## src/design/price_level_order_book_defines.svh

```systemverilog
// ----------------------------------------------------------------------------
// Price level order book assertion macros
// Concurrent check macros; they expand to nothing in synthesis.
// ----------------------------------------------------------------------------
`ifndef PRICE_LEVEL_ORDER_BOOK_DEFINES_SVH
`define PRICE_LEVEL_ORDER_BOOK_DEFINES_SVH
`ifndef SYNTHESIS
`define PLOB_ALWAYS(label, expr) \
  label: assert property (@(posedge clk) disable iff (!rst_n) (expr)) \
    else $error("order book check failed");
`define PLOB_NEXT(label, ante, cons) \
  label: assert property (@(posedge clk) disable iff (!rst_n) (ante) |=> (cons)) \
    else $error("order book sequence check failed");
`else
`define PLOB_ALWAYS(label, expr)
`define PLOB_NEXT(label, ante, cons)
`endif
`endif

```

## src/design/plob_pkg.sv

```systemverilog
`timescale 1ns / 1ps
// ----------------------------------------------------------------------------
// Price level order book package
// Command and status codes and fixed field widths.
// ----------------------------------------------------------------------------
package plob_pkg;
  localparam int ID_W  = 32;
  localparam int QTY_W = 32;
  localparam int PX_W  = 32;
  localparam int SUM_W = 42;

  typedef logic [2:0] cmd_t;
  typedef logic [2:0] status_t;

  localparam cmd_t CMD_ADD     = 3'd0;
  localparam cmd_t CMD_CANCEL  = 3'd1;
  localparam cmd_t CMD_REDUCE  = 3'd2;
  localparam cmd_t CMD_EXECUTE = 3'd3;
  localparam cmd_t CMD_REPLACE = 3'd4;
  localparam cmd_t CMD_QUERY   = 3'd5;
  localparam cmd_t CMD_SPARE_A = 3'd6;
  localparam cmd_t CMD_SPARE_B = 3'd7;

  localparam status_t ST_OK       = 3'd0;
  localparam status_t ST_BAD_QTY  = 3'd1;
  localparam status_t ST_WINDOW   = 3'd2;
  localparam status_t ST_DUP      = 3'd3;
  localparam status_t ST_FULL     = 3'd4;
  localparam status_t ST_UNKNOWN  = 3'd5;
  localparam status_t ST_EXCEEDS  = 3'd6;
  localparam status_t ST_NEW_LIVE = 3'd7;
endpackage

```

## src/design/plob_ram.sv

```systemverilog
`timescale 1ns / 1ps
// ----------------------------------------------------------------------------
// Price level order book RAM
// Simple dual-port memory with one write port and a registered read port.
// ----------------------------------------------------------------------------
module plob_ram
  import plob_pkg::*;
#(
  parameter int DW = 8,
  parameter int AW = 4
) (
  input  logic          clk,
  input  logic          we,
  input  logic [AW-1:0] waddr,
  input  logic [DW-1:0] wdata,
  input  logic [AW-1:0] raddr,
  output logic [DW-1:0] rdata
);
  logic [DW-1:0] mem [2**AW];
  logic [DW-1:0] rdata_r;

  always_ff @(posedge clk) begin
    if (we) begin
      mem[waddr] <= wdata;
    end
    rdata_r <= mem[raddr];
  end

  assign rdata = rdata_r;
endmodule

```

## config.mk

```make
export PLATFORM = sky130hd
export DESIGN_NAME = plob_ram
export DESIGN_NICKNAME = d
export VERILOG_FILES = /design/src/design/price_level_order_book_defines.svh /design/src/design/plob_pkg.sv /design/src/design/plob_ram.sv
export SDC_FILE = /design/constraint.sdc
export NUM_CORES = 1
export LEC_CHECK = 0
export ABC_CLOCK_PERIOD_IN_PS = 2000
export BUFFER_PORTS_ARGS = -buffer_cell sky130_fd_sc_hd__buf_2
export CAP_MARGIN = 25
export CORE_AREA = 2 2 155 142
export DETAILED_ROUTE_END_ITERATION = 16
export DIE_AREA = 0 0 157 144
export PLACE_DENSITY = 0.51
export SYNTH_ARGS = -nofsm -noshare
export SYNTH_HDL_FRONTEND = slang
export SYNTH_SLANG_ARGS = --single-unit
export TNS_END_PERCENT = 50
```

## constraint.sdc

```tcl
create_clock -name clk -period 2 [get_ports clk]
set_clock_uncertainty 0.05 [all_clocks]
set_input_delay 0.1 -clock clk [delete_from_list [all_inputs] [get_ports clk]]
set_output_delay 0.1 -clock clk [all_outputs]
set_load 0.02 [all_outputs]
```

# --- Yosys cells after proc, flatten, opt, wreduce, memory -nomap -nowiden ---
# Memories as Yosys holds them, arrays and structs flattened. A register that Yosys moved wholly into a read port is not among the register bits.
# Index checks and enable logic that the tools add are counted.
classes:
  mux: 2
op_table:
  columns: ["op", "count"]
  rows:
  - ["$mux W1", 2]
word_totals:
  ram_bits: 128
  input_bits: 18
  output_inout_bits: 8
  memories: 1
  wordCells: 3
  register_bits: 0
mem_list:
  columns: ["name", "words", "width", "rd", "rd_ports_with_merged_regs", "write_ports", "line_no", "text"]
  rows:
  - ["mem", 16, 8, 1, 1, 1, "plob_ram.sv:19", "logic [DW-1:0] mem [2**AW];"]

# --- Depth between registers and ports, before layout ---
# Gate-level depths: netlist of run 1.
logic_depth:
  word_depth: 2
  mapped_depth: 5
  mapped_depth_nobuf: 3

# --- Worst setup path after synthesis of run 1 ---
# OpenSTA, ideal clock, no wires.
synth_timing:
  path_type: "input port to flip-flop"
  from: "input port waddr[2]"
  to: "memory mem[0][0], enable pin"
  setup_ns: 0.383
  n_path_buf: 0
  t_arrival_ns: 1.210
  setup_slack_ns: 0.357
  t_required_ns: 1.567
  cell_stages: 2
  path_cell_list: "or3b_2 > nor3_1"
synth_rtl:
  columns: ["item", "line_no", "text"]
  rows:
  - ["from (decl)", "plob_ram.sv:14", "input logic [AW-1:0] waddr,"]
  - ["to (decl)", "plob_ram.sv:19", null]
# No word-level cell before the write port.

==> flow_summary.toml, run 1 <==
[routing]
vias_per_cell = 4.18
drtIter0Drc = 150
wire_per_inst_um = 18.4
num_vias = 2456
wirelength_um = 10800
ant_nets = 0
drc = 0
dr.pass1.iters = 4

[grt]
gr-total-overflow = 0
grt_usage_pct = 10.4
grt_pass1_wl_um = 16500
grt_use_met3_pct = 2.46
use_met1_pct = 14.9
grt_antenna_before_repair = 0
met2_usage_pct = 15.4
grt_pass1_vias = 2545
grt_max_degree = 33
grt_busiest_layer = "met2"

[placement]
place.gp.congestion = 0.693
placement.io_buffers = 25
hpwlAfterDp_um = 6960
dp_slack_ns = 0.306
placed_area_um2 = 5730

[die]
die_area_um2 = 22600
core-area_um2 = 21100
die_w_um = 157
row_count = 51
ios = 26
die_y_um = 144
start_util_pct = 24.4

[hold_path]
worstHoldPathType = "in2reg"

[finish]
layout.nets = 302
num_antenna_cells = 0
final_common_cell = "edfxtp_1"
area_growth_pct = 22.6
final_core_util_pct = 29.9
final_cell_mix = "128 x edfxtp_1, 25 x buf_2, 19 x buf_4, 18 x mux4_2, 17 x clkbuf_16"
fillers = 2043
drive_gt1_share_pct = 32.7
postLayoutCellArea_um2 = 6310

[clocking]
cts_tree = "yes"
post-cts-setup-buffer-count = 0
clock_path_buffers = 2
clk_latency_ns = 0.40
cts-buffers-inserted = 17
clk_pin_slew_ns = 0.06
post_cts_resized = 0
hold_buffers = 0
cts_sinks = 136
clockRootBuffer = "clkbuf_16"
htreeDepth = 4

[sta]
worst_slew_pin_slew_ns = 0.452
max_clock_freq_mhz = 699
slew_headroom_pct = 69.9
hold_viol_final = 0
drv_slew = 0
holdWs_ns = 0.0277
period_share_pct = 71.5
finalCriticalPeriod_ns = 1.43
finalSetupTns_ns = 0
rsz0062_at_grt = "no"
fin_ws_ns = 0.569
setup_viol = 0

[worst_setup_path]
path_max_fanout = 1
crit_path_end_kind = "flip-flop"
arrival_ns = 1.65
start_kind = "flip-flop"
path_class = "reg2reg"
worstPathRequired_ns = 2.22

[power_and_ir_drop]
leakagePower_uw = 0.00210
cellPowerDensity_nw_per_um2 = 1030
ir_drop_uv = 529

[logic_synthesis]
postSynthCellCount = 229
synth.yosys.warnings = 0
synth_cell_types = 19
syn_nets = 247
ys_ff_latch = 136
seq_area_frac_synth_pct = 77.8
synth_area_um2 = 5150
syn_avg_cell_area_um2 = 22.5

[outcome]
outcome = "complete, no violations"

[run]
maxCapViolations = 0
synth_stat cells (all sizes together):
library cell	instances	area share, %
nor2b	1	0.12
nand2b	2	0.24
dfxtp	8	3.1
nand3b	2	0.29
mux4	32	15
nor2	13	0.95
buf	7	1.1
nor3	4	0.39
a22oi	16	2.3
nand3	1	0.097
edfxtp	128	75
nand2	9	0.66
and2	1	0.12
or3b	1	0.17
and2b	1	0.15
clkdlybuf4s25	3	0.58
power by group:
group          switching, uW  leakage [uW]  internal (uW)
Sequential              23.5       0.00122           3190
Clock                   1160      0.000287           1840
Combinational            189      0.000590            131
Total                   1370       0.00210           5150
critical path: stages (launching register included):
cell and delay [ns]:
edfxtp_1 0.36, mux4_1 0.50, a22oi_1 0.25, nand2_1 0.14
cell type report:
cell class | count | area, um2 | share of cell area [%]
repair buffers | 46 | 308 | 4.88
flip-flops and latches | 136 | 4000 | 63.4
multi-input cells | 83 | 1060 | 16.7
clock inverters | 15 | 154 | 2.44
well taps | 291 | 364 | 5.77
clock buffers | 17 | 425 | 6.74
registers in the layout, summed over array words and instances, names as in the netlist:
signal  flops
mem       128
rdata       8
final timing paths:
| check | start | cells past startpoint | slack (ns) | end |
|---|---|---|---|---|
| hold / removal | wdata[4] | 1 | 0.03 | mem[14][4] |
| setup reg to reg | mem[10][5] | 3 | 0.57 | rdata[5] |
| hold reg to reg | mem[15][2] | 3 | 0.62 | rdata[2] |
| setup / recovery | mem[10][5] | 3 | 0.57 | rdata[5] |
logic make-up after synthesis:
kind of cell	synth area share (%)
muxes	15.0
and+or+nand+nor	3.18
buffers and inverters	1.68
AOI/OAI and AO/OA	2.33
DFF	77.8
metal layers:
layer / vias up / part of all wire, %
li1: 1086 / -
met1: 1307 / 48
met2: 53 / 47
met3: 10 / 4.1
met4: 0 / 1.1
met5: - / 0
metrics by stage:
| step | instances | total power (uW) |
|---|---|---|
| after floorplan | 229 | 3440 |
| after global placement | 556 | 3590 |
| after detailed placement | 556 | 3600 |
| after CTS | 588 | 6600 |
| after global routing | 588 | 6750 |
| final | 588 | 6520 |
(Power assumes the default switching activity.)
==> run 2: changes to the inputs <==
--- a/config.mk
+++ b/config.mk
@@ -5,7 +5,7 @@
 export SDC_FILE = /design/constraint.sdc
 export NUM_CORES = 1
 export LEC_CHECK = 0
-export ABC_CLOCK_PERIOD_IN_PS = 2000
+export ABC_CLOCK_PERIOD_IN_PS = 1480
 export BUFFER_PORTS_ARGS = -buffer_cell sky130_fd_sc_hd__buf_2
 export CAP_MARGIN = 25
 export CORE_AREA = 2 2 155 142
==> constraint.sdc (replaced) <==
create_clock -name clk -period 1.48 [get_ports clk]
set_clock_uncertainty 0.05 [all_clocks]
set_input_delay 0.074 -clock clk [delete_from_list [all_inputs] [get_ports clk]]
set_output_delay 0.074 -clock clk [all_outputs]
set_load 0.02 [all_outputs]
==> run 2 against run 1 <==
  * Critical path depth did not move
  * Design area is 1.0% higher
  * Fmax rose by 2.6%
  * Critical endpoint is now rdata[6]
  * Largest cell class unchanged
==> flow_summary.toml, run 2 (synthesized netlist as in run 1, its figures left out) <==
[clocking]
cts_tree = "yes"
clk_pin_slew_ns = 0.06
post-cts-setup-buffer-count = 0
cts_sinks = 136
cts-buffers-inserted = 17
post_cts_resized = 0
clock_path_buffers = 2
clk_latency_ns = 0.42
hold_buffers = 5
clockRootBuffer = "clkbuf_16"
htreeDepth = 4

[run]
maxCapViolations = 0

[worst_setup_path]
reg2reg_to = "rdata[6]"
slowest_delay_ns = 0.48
worstPathCellList = "mux4_2, a22oi_1, nand2_1"
r2r-start = "mem[11][6]"
crit_path_start = "mem[11][6]"
start_kind = "flip-flop"
path_class = "reg2reg"
cpMaxStageDelayCell = "mux4_2"
crit_path_end_kind = "flip-flop"
arrival_ns = 1.63
worstPathRequired_ns = 1.72
critPathCapture = "rdata[6]"
regToRegSetupSlack_ns = 0.09
ff2ff_path_depth = 3
path_max_fanout = 1

[sta]
worst_slew_pin_slew_ns = 0.908
hold_viol_final = 0
drv_slew = 0
finalCriticalPeriod_ns = 1.39
finalSetupTns_ns = 0
fin_ws_ns = 0.0856
slew_headroom_pct = 39.3
rsz0062_at_grt = "no"
holdWs_ns = 0.0110
max_clock_freq_mhz = 717
period_share_pct = 94.2
setup_viol = 0

[finish]
final_core_util_pct = 30.2
layout.cells.non_filler = 594
area_growth_pct = 23.9
drive_gt1_share_pct = 30.7
num_antenna_cells = 0
final_common_cell = "edfxtp_1"
layout.nets = 308
top_register = "mem"
final_cell_mix = "128 x edfxtp_1, 25 x buf_2, 20 x buf_4, 18 x mux4_2, 17 x clkbuf_16"
largest_register_ffs = 128

[power_and_ir_drop]
ir_drop_uv = 734
clkPwrFrac_pct = 46.4
switching_power_uw = 1760
leakagePower_uw = 0.00212
seqPwrFrac_pct = 48.6
p_sw_share_pct = 19.7
comb_power_share_pct = 5.1
internal_power_uw = 7160
cellPowerDensity_nw_per_um2 = 1400

[die]
start_util_pct = 24.4
die_area_um2 = 22600
core-area_um2 = 21100
row_count = 51
ios = 26
die_w_um = 157
die_y_um = 144

[grt]
grt_pass1_wl_um = 16500
grt_usage_pct = 10.7
gr-total-overflow = 0
grt_antenna_before_repair = 0
grt_max_degree = 21
grt_pass1_vias = 2506

[routing]
drtIter0Drc = 172
drc = 0
vias_per_cell = 4.18
wire_per_inst_um = 18.8
num_vias = 2480
dr.pass1.iters = 4
wirelength_um = 11100
ant_nets = 0

[outcome]
outcome = "complete, no violations"

[placement]
hpwlAfterDp_um = 7050
place_inst = 557
place.gp.congestion = 0.678
dp_slack_ns = -0.0809
placement.io_buffers = 25

[hold_path]
worstHoldPathType = "in2reg"
run 2: area by class of cell:
class	instances	area, um2
clock inverter	10	128
sequential	136	4000
clock buffer	22	454
tap	291	364
timing repair buffer	52	365
multi-input combinational	83	1060
fill	2051	14700
run 2: metrics by stage:
| stage | total power [uW] | cell area, um2 |
|---|---|---|
| finish | 8930 | 6380 |
| global route | 9210 | 6380 |
| CTS | 9020 | 6380 |
| detailed placement | 4870 | 5750 |
| global placement | 4850 | 5750 |
| floorplan | 4660 | 5150 |
run 2: worst min path at each step:
stage                  start    endpoint  slack (ns)  depth (start not counted)
floorplan           wdata[0]   mem[0][0]        0.12                          0
global placement    wdata[5]   mem[6][5]        0.42                          1
finish              wdata[2]  mem[14][2]        0.01                          1
global route        wdata[2]   mem[4][2]        0.02                          1
detailed placement  wdata[4]   mem[6][4]        0.43                          1
CTS                 wdata[0]   mem[5][0]      0.0007                          1
run 2: power groups by stage:
stage	registers [uW]	logic (uW)	clock network, uW
after floorplan	4440	219	0
after global placement	4410	440	0
after detailed placement	4420	450	0
after CTS	4340	461	4220
after global routing	4340	490	4380
final	4330	451	4140
run 2: worst max-delay path, delay by kind of cell (launching register included):
family / cells / cell delay (ns)
DFF: 1 / 0.36
muxes: 1 / 0.48
and+or+nand+nor: 1 / 0.08
AOI/OAI and AO/OA: 1 / 0.29
run 2: routing by layer:
metal | track usage (%) | routed length (um) | up-vias
met2 | 15.3 | 5000 | 53
met4 | 2.90 | 67 | 0
met5 | 0 | 0 | -
met3 | 3.90 | 581 | 8
li1 | - | - | 1099
met1 | 15.3 | 5500 | 1320
